`config.mk`:
```
export PLATFORM = sky130hd
export DESIGN_NAME = rational_arith_unit
export DESIGN_NICKNAME = d
export VERILOG_FILES = /design/src/rtl/rau_pkg.sv /design/src/rtl/rational_arith_unit.sv /design/src/rtl/rau_div.sv /design/src/rtl/rau_core.sv
export SDC_FILE = /design/constraint.sdc
export NUM_CORES = 2
export LEC_CHECK = 0
export ABC_AREA = 1
export BUFFER_PORTS_ARGS = -buffer_cell sky130_fd_sc_hd__buf_2
export CAP_MARGIN = 20
export CORE_MARGIN = 1.5
export CORE_UTILIZATION = 58
export CTS_BUF_LIST = sky130_fd_sc_hd__clkbuf_8 sky130_fd_sc_hd__clkbuf_16
export DETAILED_ROUTE_END_ITERATION = 8
export GPL_ROUTABILITY_DRIVEN = 0
export HOLD_SLACK_MARGIN = 0.15
export PLACE_DENSITY = 0.88
export SKIP_LAST_GASP = 1
export SYNTH_ARGS = -nofsm -noshare
export SYNTH_HDL_FRONTEND = slang
export SYNTH_HIERARCHICAL = 1
export SYNTH_SLANG_ARGS = --single-unit
```
`constraint.sdc`:
```
create_clock -name clk -period 7.7 [get_ports clk]
set_clock_uncertainty 0.2 [all_clocks]
set_input_delay 0.385 -clock clk [delete_from_list [all_inputs] [get_ports clk]]
set_output_delay 0.385 -clock clk [all_outputs]
set_load 0.05 [all_outputs]
```
`src/rtl/rau_pkg.sv`:
```
// ----------------------------------------------------------------------------
// rau_pkg
// Shared widths, operation codes and result type for the rational unit.
// ----------------------------------------------------------------------------
package rau_pkg;

  localparam int OPERAND_WIDTH = 16;
  localparam int PROD_W        = 2 * OPERAND_WIDTH;
  localparam int NUM_W         = 33;
  localparam int DEN_W         = 31;
  localparam int K_W           = $clog2(PROD_W);
  localparam int CNT_W         = $clog2(PROD_W + 1);
  localparam int IN_FIELDS_W   = 2 + 4 * OPERAND_WIDTH;
  localparam int IN_TDATA_W    = ((IN_FIELDS_W + 7) / 8) * 8;
  localparam int OUT_TDATA_W   = ((NUM_W + DEN_W + 7) / 8) * 8;

  typedef enum logic [1:0] {
    MODE_ADD = 2'd0,
    MODE_SUB = 2'd1,
    MODE_MUL = 2'd2,
    MODE_DIV = 2'd3
  } mode_t;

  typedef struct packed {
    logic [NUM_W-1:0] num;
    logic [DEN_W-1:0] den;
    logic             zero_den;
  } res_t;

  typedef struct packed {
    logic busy;
    logic done;
  } div_stat_t;

endpackage

```
`src/rtl/rational_arith_unit.sv`:
```
// ----------------------------------------------------------------------------
// rational_arith_unit
// Exact add/sub/mul/div of two signed fractions, reduced by their gcd.
// ----------------------------------------------------------------------------
//  channel | dir | tdata (low bit up)                                  | tuser
//  in_     | in  | mode, left_num, left_den, right_num, right_den, pad | -
//  out_    | out | result_num, result_den                              | zero_den
//
// one beat computes the products and reduction checks, then runs a binary gcd
// (one shift or one subtract per step) and two divides on the shared divider;
// a zero numerator or denominator skips these.
// the sequencer takes no new beat until the current one has left it.
// the output register holds a finished result while the next beat is worked.
// rst_n is synchronous; no memory to clear.
module rational_arith_unit (
  input  logic                           clk,
  input  logic                           rst_n,
  input  logic                           in_tvalid,
  output logic                           in_tready,
  // mode[1:0], left_num, left_den, right_num, right_den, zero pad
  input  logic [rau_pkg::IN_TDATA_W-1:0] in_tdata,
  output logic                           out_tvalid,
  input  logic                           out_tready,
  // result_num[32:0], result_den[63:33]
  output logic [rau_pkg::OUT_TDATA_W-1:0] out_tdata,
  // zero_den
  output logic                           out_tuser
);
  import rau_pkg::*;

  logic core_idle, res_valid, res_ready;
  res_t res;
  logic out_valid_r;
  res_t out_r;

  assign in_tready = core_idle;
  assign res_ready = !out_valid_r || out_tready;

  rau_core u_core (
    .clk       (clk),
    .rst_n     (rst_n),
    .start     (in_tvalid && core_idle),
    .fields    (in_tdata[IN_FIELDS_W-1:0]),
    .idle      (core_idle),
    .res_valid (res_valid),
    .res_ready (res_ready),
    .res       (res)
  );

  always_ff @(posedge clk) begin
    if (!rst_n) begin
      out_valid_r <= 1'b0;
    end else if (res_ready) begin
      out_valid_r <= res_valid;
      if (res_valid) begin
        out_r <= res;
      end
    end
  end

  assign out_tvalid = out_valid_r;
  assign out_tdata  = OUT_TDATA_W'({out_r.den, out_r.num});
  assign out_tuser  = out_r.zero_den;

endmodule

```
`src/rtl/rau_div.sv`:
```
// ----------------------------------------------------------------------------
// rau_div
// Restoring divider, one quotient bit per cycle through a shared subtractor.
// ----------------------------------------------------------------------------
module rau_div (
  input  logic                       clk,
  input  logic                       rst_n,
  input  logic                       start,
  input  logic [rau_pkg::PROD_W-1:0] dividend,
  input  logic [rau_pkg::PROD_W-1:0] divisor,
  output logic [rau_pkg::PROD_W-1:0] quotient,
  output rau_pkg::div_stat_t         stat
);
  import rau_pkg::*;

  logic [PROD_W-1:0] rem_r;
  logic [PROD_W-1:0] quo_r;
  logic [CNT_W-1:0]  cnt_r;
  logic              done_r;
  logic [PROD_W:0]   rem_sh;
  logic [PROD_W:0]   trial;

  assign rem_sh = {rem_r, quo_r[PROD_W-1]};
  assign trial  = rem_sh - {1'b0, divisor};

  always_ff @(posedge clk) begin
    if (!rst_n) begin
      cnt_r  <= '0;
      done_r <= 1'b0;
    end else begin
      done_r <= 1'b0;
      if (start) begin
        rem_r <= '0;
        quo_r <= dividend;
        cnt_r <= CNT_W'(PROD_W);
      end else if (cnt_r != '0) begin
        // keep the shifted value when the trial subtract goes negative
        if (!trial[PROD_W]) begin
          rem_r <= trial[PROD_W-1:0];
          quo_r <= {quo_r[PROD_W-2:0], 1'b1};
        end else begin
          rem_r <= rem_sh[PROD_W-1:0];
          quo_r <= {quo_r[PROD_W-2:0], 1'b0};
        end
        cnt_r <= cnt_r - 1'b1;
        if (cnt_r == CNT_W'(1)) begin
          done_r <= 1'b1;
        end
      end
    end
  end

  assign quotient  = quo_r;
  assign stat.busy = (cnt_r != '0);
  assign stat.done = done_r;

endmodule

```
`src/rtl/rau_core.sv`:
```
// ----------------------------------------------------------------------------
// rau_core
// Sequencer: cross products on one multiplier, binary gcd, two divides.
// ----------------------------------------------------------------------------
module rau_core (
  input  logic                              clk,
  input  logic                              rst_n,
  input  logic                              start,
  input  logic [rau_pkg::IN_FIELDS_W-1:0]   fields,
  output logic                              idle,
  output logic                              res_valid,
  input  logic                              res_ready,
  output rau_pkg::res_t                     res
);
  import rau_pkg::*;

  localparam int W = OPERAND_WIDTH;

  typedef enum logic [3:0] {
    S_IDLE, S_MUL0, S_MUL1, S_MUL2, S_SUM, S_GCD,
    S_DIVN, S_WAITN, S_DIVD, S_WAITD, S_DONE
  } state_t;

  state_t            state_r;
  mode_t             mode_r;
  logic [W-1:0]      ln_r, ld_r, rn_r, rd_r;
  logic [PROD_W-1:0] p1_r, p2_r, p3_r;
  logic              s1_r, s2_r, s3_r;
  logic [PROD_W-1:0] num_r, den_r, a_r, b_r, g_r, nm_r, dm_r;
  logic [K_W-1:0]    k_r;
  logic              neg_r, flag_r;

  logic [W-1:0]      lnm, ldm, rnm, rdm;
  logic [W-1:0]      mul_a, mul_b;
  logic              mul_s;
  logic [PROD_W-1:0] prod;
  logic              bneg;
  logic [PROD_W-1:0] sum_mag;
  logic              sum_neg;
  logic              div_start;
  logic [PROD_W-1:0] div_q;
  div_stat_t         div_stat;
  logic [NUM_W-1:0]  nm_ext;

  function automatic logic [W-1:0] mag_of(input logic [W-1:0] v);
    mag_of = v[W-1] ? (~v + 1'b1) : v;
  endfunction

  assign lnm = mag_of(ln_r);
  assign ldm = mag_of(ld_r);
  assign rnm = mag_of(rn_r);
  assign rdm = mag_of(rd_r);

  // operand routing for the shared multiplier
  always_comb begin
    mul_a = lnm;
    mul_b = rdm;
    mul_s = ln_r[W-1] ^ rd_r[W-1];
    unique case (state_r)
      S_MUL0: begin
        mul_a = lnm;
        mul_b = (mode_r == MODE_MUL) ? rnm : rdm;
        mul_s = ln_r[W-1] ^ ((mode_r == MODE_MUL) ? rn_r[W-1] : rd_r[W-1]);
      end
      S_MUL1: begin
        mul_a = rnm;
        mul_b = ldm;
        mul_s = rn_r[W-1] ^ ld_r[W-1];
      end
      S_MUL2: begin
        mul_a = ldm;
        mul_b = (mode_r == MODE_DIV) ? rnm : rdm;
        mul_s = ld_r[W-1] ^ ((mode_r == MODE_DIV) ? rn_r[W-1] : rd_r[W-1]);
      end
      default: begin
        mul_a = lnm;
        mul_b = rdm;
        mul_s = 1'b0;
      end
    endcase
  end

  assign prod = mul_a * mul_b;

  // signed-magnitude combine of the two cross terms for add/sub; mul and div pass the first product
  always_comb begin
    bneg = s2_r ^ (mode_r == MODE_SUB);
    if (s1_r == bneg) begin
      sum_mag = p1_r + p2_r;
      sum_neg = s1_r;
    end else if (p1_r >= p2_r) begin
      sum_mag = p1_r - p2_r;
      sum_neg = s1_r;
    end else begin
      sum_mag = p2_r - p1_r;
      sum_neg = bneg;
    end
    if (mode_r == MODE_MUL || mode_r == MODE_DIV) begin
      sum_mag = p1_r;
      sum_neg = s1_r;
    end
  end

  assign div_start = (state_r == S_DIVN) || (state_r == S_DIVD);

  rau_div u_div (
    .clk      (clk),
    .rst_n    (rst_n),
    .start    (div_start),
    .dividend ((state_r == S_DIVN) ? num_r : den_r),
    .divisor  (g_r),
    .quotient (div_q),
    .stat     (div_stat)
  );

  always_ff @(posedge clk) begin
    if (!rst_n) begin
      state_r <= S_IDLE;
    end else begin
      unique case (state_r)
        S_IDLE: begin
          if (start) begin
            mode_r  <= mode_t'(fields[1:0]);
            ln_r    <= fields[2 +: W];
            ld_r    <= fields[2 + W +: W];
            rn_r    <= fields[2 + 2*W +: W];
            rd_r    <= fields[2 + 3*W +: W];
            state_r <= S_MUL0;
          end
        end
        S_MUL0: begin
          p1_r    <= prod;
          s1_r    <= mul_s;
          state_r <= S_MUL1;
        end
        S_MUL1: begin
          p2_r    <= prod;
          s2_r    <= mul_s;
          state_r <= S_MUL2;
        end
        S_MUL2: begin
          p3_r    <= prod;
          s3_r    <= mul_s;
          state_r <= S_SUM;
        end
        S_SUM: begin
          num_r <= sum_mag;
          den_r <= p3_r;
          neg_r <= 1'b0;
          if (p3_r == '0) begin
            flag_r  <= 1'b1;
            nm_r    <= PROD_W'(sum_mag != '0);
            dm_r    <= '0;
            state_r <= S_DONE;
          end else if (sum_mag == '0) begin
            flag_r  <= 1'b0;
            nm_r    <= '0;
            dm_r    <= PROD_W'(1);
            state_r <= S_DONE;
          end else begin
            flag_r  <= 1'b0;
            neg_r   <= sum_neg ^ s3_r;
            a_r     <= sum_mag;
            b_r     <= p3_r;
            k_r     <= '0;
            state_r <= S_GCD;
          end
        end
        S_GCD: begin
          // binary gcd, one shift or subtract per cycle
          if (!a_r[0] && !b_r[0]) begin
            a_r <= a_r >> 1;
            b_r <= b_r >> 1;
            k_r <= k_r + 1'b1;
          end else if (!a_r[0]) begin
            a_r <= a_r >> 1;
          end else if (!b_r[0]) begin
            b_r <= b_r >> 1;
          end else if (a_r == b_r) begin
            g_r     <= a_r << k_r;
            state_r <= S_DIVN;
          end else if (a_r > b_r) begin
            a_r <= a_r - b_r;
          end else begin
            b_r <= b_r - a_r;
          end
        end
        S_DIVN: state_r <= S_WAITN;
        S_WAITN: begin
          if (div_stat.done) begin
            nm_r    <= div_q;
            state_r <= S_DIVD;
          end
        end
        S_DIVD: state_r <= S_WAITD;
        S_WAITD: begin
          if (div_stat.done) begin
            dm_r    <= div_q;
            state_r <= S_DONE;
          end
        end
        S_DONE: begin
          if (res_ready) begin
            state_r <= S_IDLE;
          end
        end
        default: state_r <= S_IDLE;
      endcase
    end
  end

  assign nm_ext       = NUM_W'(nm_r);
  assign idle         = (state_r == S_IDLE);
  assign res_valid    = (state_r == S_DONE);
  assign res.num      = neg_r ? (~nm_ext + 1'b1) : nm_ext;
  assign res.den      = DEN_W'(dm_r);
  assign res.zero_den = flag_r;

endmodule

```
==> Implementation_results.wiki, run 1 <==
{| class="wikitable"
! Metric !! Value
|-
| Post-CTS setup buffer count || 0
|-
| Err || [ERROR GRT-0232] Routing congestion too high. Check the congestion heatmap in the GUI.
|-
| Cell at the root of the clock tree || clkbuf_16
|-
| Maximum number of pins on one net before global-route repair || 77
|-
| Dpl ws || -0.0800 ns
|-
| Total half-perimeter wirelength after legalization and detailed placement || 112000 um
|-
| CTS buffer count || 56
|-
| Clock sinks || 536
|-
| Share of Yosys cell area claimed by the top area cell type || 0.334
|-
| Number of distinct library cells after synthesis || 71
|-
| Number of I/O pins || 143
|-
| Antenna violations before repair || 28
|-
| Cell area after synthesis || ~47000 sq um
|-
| Width of the die || 288 um
|-
| Flop and latch count out of synthesis || 536
|-
| Post-Syn Area per Cell || 7.63 sq um
|-
| Synth top cells by count || 1695 x nand2_1, 1115 x inv_1, 589 x nor2_1
|-
| H-tree levels || 2
|-
| Part of the Yosys area used for sequential elements || 0.339
|-
| Post-synthesis cell type with the largest combined area || edfxtp_1
|-
| GRT Resource Usage Total || 0.457
|-
| Height of the die || 288 um
|-
| Stopping stage || 5_1_grt
|-
| Buffers on Ports || 136
|-
| Bufs on Longest Clock Path || 3
|-
| EDFF count, synth || 524
|-
| Starting Density || 0.585
|-
| Most frequent cell after synthesis || nand2_1
|-
| Number of nets in the synthesized netlist || 6751
|-
| Synth async-reset ratio || 0
|-
| Area contributors post-synth || edfxtp_1 33%, nand2_1 14%, inv_1 8.9%
|-
| Run status || stopped before the end
|-
| Gate count after technology mapping || approximately 6200
|-
| GR repair worst EP || u_core/p2_r[31]$_DFFE_PP_/D
|-
| Warnings from Yosys || 6
|-
| Overflow after GRT || 1
|-
| Synth Flop Type || edfxtp_1
|-
| FP Rows || between 100 and 150
|-
| Worst ep type || register input
|}
==> kinds of logic after synthesis <==
family                   after synthesis  synth area share
multiplexers                          24           0.00510
adder cells (fa/ha/maj)              505             0.166
AO/OA/AOI/OAI                        802            0.0972
flip-flops                           536             0.339
AND/OR/NAND/NOR                     2758             0.242
buffers and inverters               1354             0.114
XOR/XNOR                             191            0.0361
==> stage by stage <==
stage | TNS, ns | utilization | hold slack, ns | std cells | area, sq um
after floorplan | 0 | - | 0.200 | 6170 | 47100
after global placement | 0 | 0.607 | 0.204 | 7260 | 48800
after detailed placement | -0.430 | 0.607 | 0.205 | 7260 | 48800
after CTS | 0 | 0.639 | 0.219 | 7433 | 51400
==> what timing repair did <==
item,CTS
endpoints found under the hold margin,70
hold buffers,70
gates resized for setup,11
gates cloned,0
endpoints found under the setup margin,21
==> routing by layer <==
metal  overflow  GRT usage
met5          0      0.192
met4          1      0.379
met3          0      0.290
met2          0      0.625
met1          0      0.477
==> run 2: changes to the inputs <==
- CORE_UTILIZATION: 58 -> 40
- CTS_BUF_LIST: sky130_fd_sc_hd__clkbuf_8 sky130_fd_sc_hd__clkbuf_16 -> unset
- HOLD_SLACK_MARGIN: 0.15 -> unset
- PLACE_DENSITY: 0.88 -> unset
- PLACE_DENSITY_LB_ADDON: unset -> 0.15
- clock period: 7.7 -> 10.01 ns (I/O delays scaled with it)
==> Implementation_results.wiki, run 2 <==
{| class="wikitable"
! Metric !! Value
|-
| Run status || finished, final reports clean
|-
| Slew @ Worst Pin || roughly 1.1 ns
|-
| Highest-utilization routing layer at the global route stage || met2
|-
| DR iter-0 viols || 3593
|-
| Number of cells upsized or downsized after cts || 0 (-11)
|-
| Met1 Use GR || 0.340
|-
| Count of max-cap constraint violations || 0
|-
| Pins Over Slew Limit || 0
|-
| Clock latency on the worst-skew pair || approximately 0.64 ns
|-
| Worst Setup End Kind || flip-flop
|-
| Vias after detailed routing || 40900
|-
| Post-route minimum period || 9.23 ns
|-
| Post-Syn Area per Cell || 7.63 sq um (unchanged)
|-
| Reg2reg start || u_core/mode_r[0]
|-
| Number of distinct library cells after synthesis || 71 (unchanged)
|-
| Commonest non-fill, non-tap cells in the layout || 1695 x nand2_1, 1113 x inv_1, 579 x nor2_1
|-
| CTS clk-pin slew, worst paths || 0.06 ns
|-
| Start point of the worst hold path || rst_n
|-
| EDFF count, synth || 524 (unchanged)
|-
| Bufs on Longest Clock Path || 3 (unchanged)
|-
| Data required, critical path || 10.22 ns
|-
| Width of the die || 346 um (+20%)
|-
| Routed WL || 155000 um
|-
| Signal arrival time at the worst endpoint || 9.44 ns
|-
| Cell at the root of the clock tree || clkbuf_16
|-
| Share of cells above drive strength 1 || 0.0705
|-
| Overflow after GRT || 0
|-
| Gate count after technology mapping || 6170 (unchanged)
|-
| # DRC || 0
|-
| Smallest hold slack || 0.0638 ns
|-
| Post-placement cell count || 7674 (+5.7%)
|-
| Synth async-reset ratio || 0 (unchanged)
|-
| First-pass iteration count of the detailed router || 7
|-
| Portion of the clock cycle consumed by the worst path in the final layout || 0.922
|-
| GRT Resource Usage Total || 0.254
|-
| Area overhead of the layout relative to synthesis || 10.4%
|-
| CTS tree || built
|-
| Warnings from Yosys || 6 (unchanged)
|-
| Area of the die || 120000 sq um
|-
| Post-DP Area || 49000 sq um (+0.46%)
|-
| Starting Density || 0.404 (-0.181)
|-
| Vias in the first global route || 39200
|-
| Met2 track demand over resource || 0.412
|-
| RSZ-0062 raised after global routing || no
|-
| Setup violation total in the final timing report || 0
|-
| Most frequent cell after synthesis || nand2_1
|-
| Clock sinks || 536 (unchanged)
|-
| Start-to-end type of the worst setup path || flip-flop to flip-flop
|-
| FP Rows || 125 (+20%)
|-
| Number of I/O pins || 143 (unchanged)
|-
| Via density per instance || 5.20
|-
| Number of nets in the layout || 6867
|-
| Worst rel slew slack || 0.249
|-
| Total half-perimeter wirelength after legalization and detailed placement || 124000 um (+10%)
|-
| Flop and latch count out of synthesis || 536 (unchanged)
|-
| Non-Filler Cell Area, Final || 52000 sq um
|-
| Non-filler cells, final || between 7000 and 8000
|-
| Post-synthesis cell type with the largest combined area || edfxtp_1
|-
| Buffers on Ports || 136 (unchanged)
|-
| Maximum number of pins on one net before global-route repair || 78
|-
| CTS buffer count || 68 (+21%)
|-
| Height of the die || 346 um (+20%)
|-
| Share of Yosys cell area claimed by the top area cell type || 0.334 (unchanged)
|-
| Antenna violations before repair || 6
|-
| Synth top cells by count || 1695 x nand2_1, 1115 x inv_1, 589 x nor2_1
|-
| Max Fclk || approximately 0.11 GHz
|-
| Number of nets in the synthesized netlist || 6751 (unchanged)
|-
| Global-route wire length before repair || between 200000 and 250000 um
|-
| WL/cell || 19.7 um
|-
| Cell area after synthesis || 47100 sq um (unchanged)
|-
| Synth Flop Type || edfxtp_1
|-
| Largest fanout of any net on the critical path || 11
|-
| Launching instance or port of the critical path || u_core/mode_r[0]
|-
| Part of the Yosys area used for sequential elements || 0.339 (unchanged)
|-
| Placeable core area || ~120000 sq um
|-
| Most common cell after layout, fill and taps aside || nand2_1
|-
| Path category of the worst min-delay check || primary input to flip-flop
|-
| Remaining number of nets flagged by the antenna check after routing || 0
|-
| Crit path launch type || flip-flop
|-
| Number of fill cells || 11800
|-
| H-tree levels || 3 (+1)
|-
| Flip-flop count of the largest register, all copies and words added || between 60 and 70
|-
| Final hold vios || 0
|-
| Sum of negative setup slack || 0 ns
|-
| GR Util met3 || 0.0433
|-
| Area contributors post-synth || edfxtp_1 33%, nand2_1 14%, inv_1 8.9%
|}
[run 2: repair_timing]
| action | CTS | global route |
|---|---|---|
| hold buffers | 66 | 0 |
| buffers inserted | 0 | 0 |
| hold endpoints to repair | 66 | 0 |
[run 2: critical path, stage by stage (launching register included)]
cell	delay, ns
edfxtp_1	0.41
nor2_1	0.57
o211ai_1	0.35
nor2_1	0.46
inv_1	0.31
a31oi_1	0.63
inv_1	0.40
nand2_1	0.14
inv_1	0.06
fa_1	0.47
inv_1	0.05
fa_1	0.40
fa_1	0.53
fa_1	0.55
inv_1	0.05
fa_1	0.49
fa_1	0.41
ha_1	0.37
a21oi_1	0.17
a21boi_0	0.35
o21ai_1	0.26
a21oi_1	0.29
o21bai_1	0.16
a21oi_1	0.31
o21ai_1	0.17
a21oi_1	0.18
xor2_1	0.26
[run 2: logic make-up (layout without fill, tap and decap cells)]
family	after synthesis	after routing	share of synthesized area
simple gates	2758	2758	0.242
fa+ha+maj	505	505	0.166
mux	24	24	0.00510
other cells	0	1	0
xor+xnor	191	191	0.0361
buf+inv	1354	1520	0.114
flops	536	536	0.339
compound gates	802	802	0.0972
[run 2: path summary, 6_finish.rpt]
kind,to,slack (ns),cells after the start
worst max-delay path,u_core/p3_r[28],0.78,26
worst min register to register,out_tdata[53],0.21,0
worst min-delay path,out_tvalid,0.06,3
worst max register to register,u_core/p3_r[28],0.78,26
[run 2: layout make-up]
cell class / instances / area (sq um) / area share
inverters: 1154 / 4330 / 0.0834
clock buffers: 79 / 1750 / 0.0337
multi-input cells: 4280 / 25800 / 0.497
flip-flops and latches: 536 / 16000 / 0.307
repair buffers: 246 / 1670 / 0.0322
clock inverters: 41 / 513 / 0.00987
well taps: 1524 / 1910 / 0.0367
diodes: 1 / 2.50 / 0.0000482
[run 2: per-stage QoR]
step	utilization	setup slack, ns
after detailed placement	0.421	1.06
after global placement	0.421	1.12
after CTS	0.447	0.978
after floorplan	-	2.50
final	0.447	0.777
after global routing	0.447	0.300
[run 2: routing by layer]
layer	wire [um]	part of all wire	up-vias
met5	9	0.000058	-
met2	70200	0.45	1532
met1	66800	0.43	19300
met4	6250	0.040	2
li1	-	-	19800
met3	11800	0.076	297
Power of run 2 is left out: the tool's default activity adds up to more than one toggle a clock period on the data nets, which glitch-free logic cannot reach.
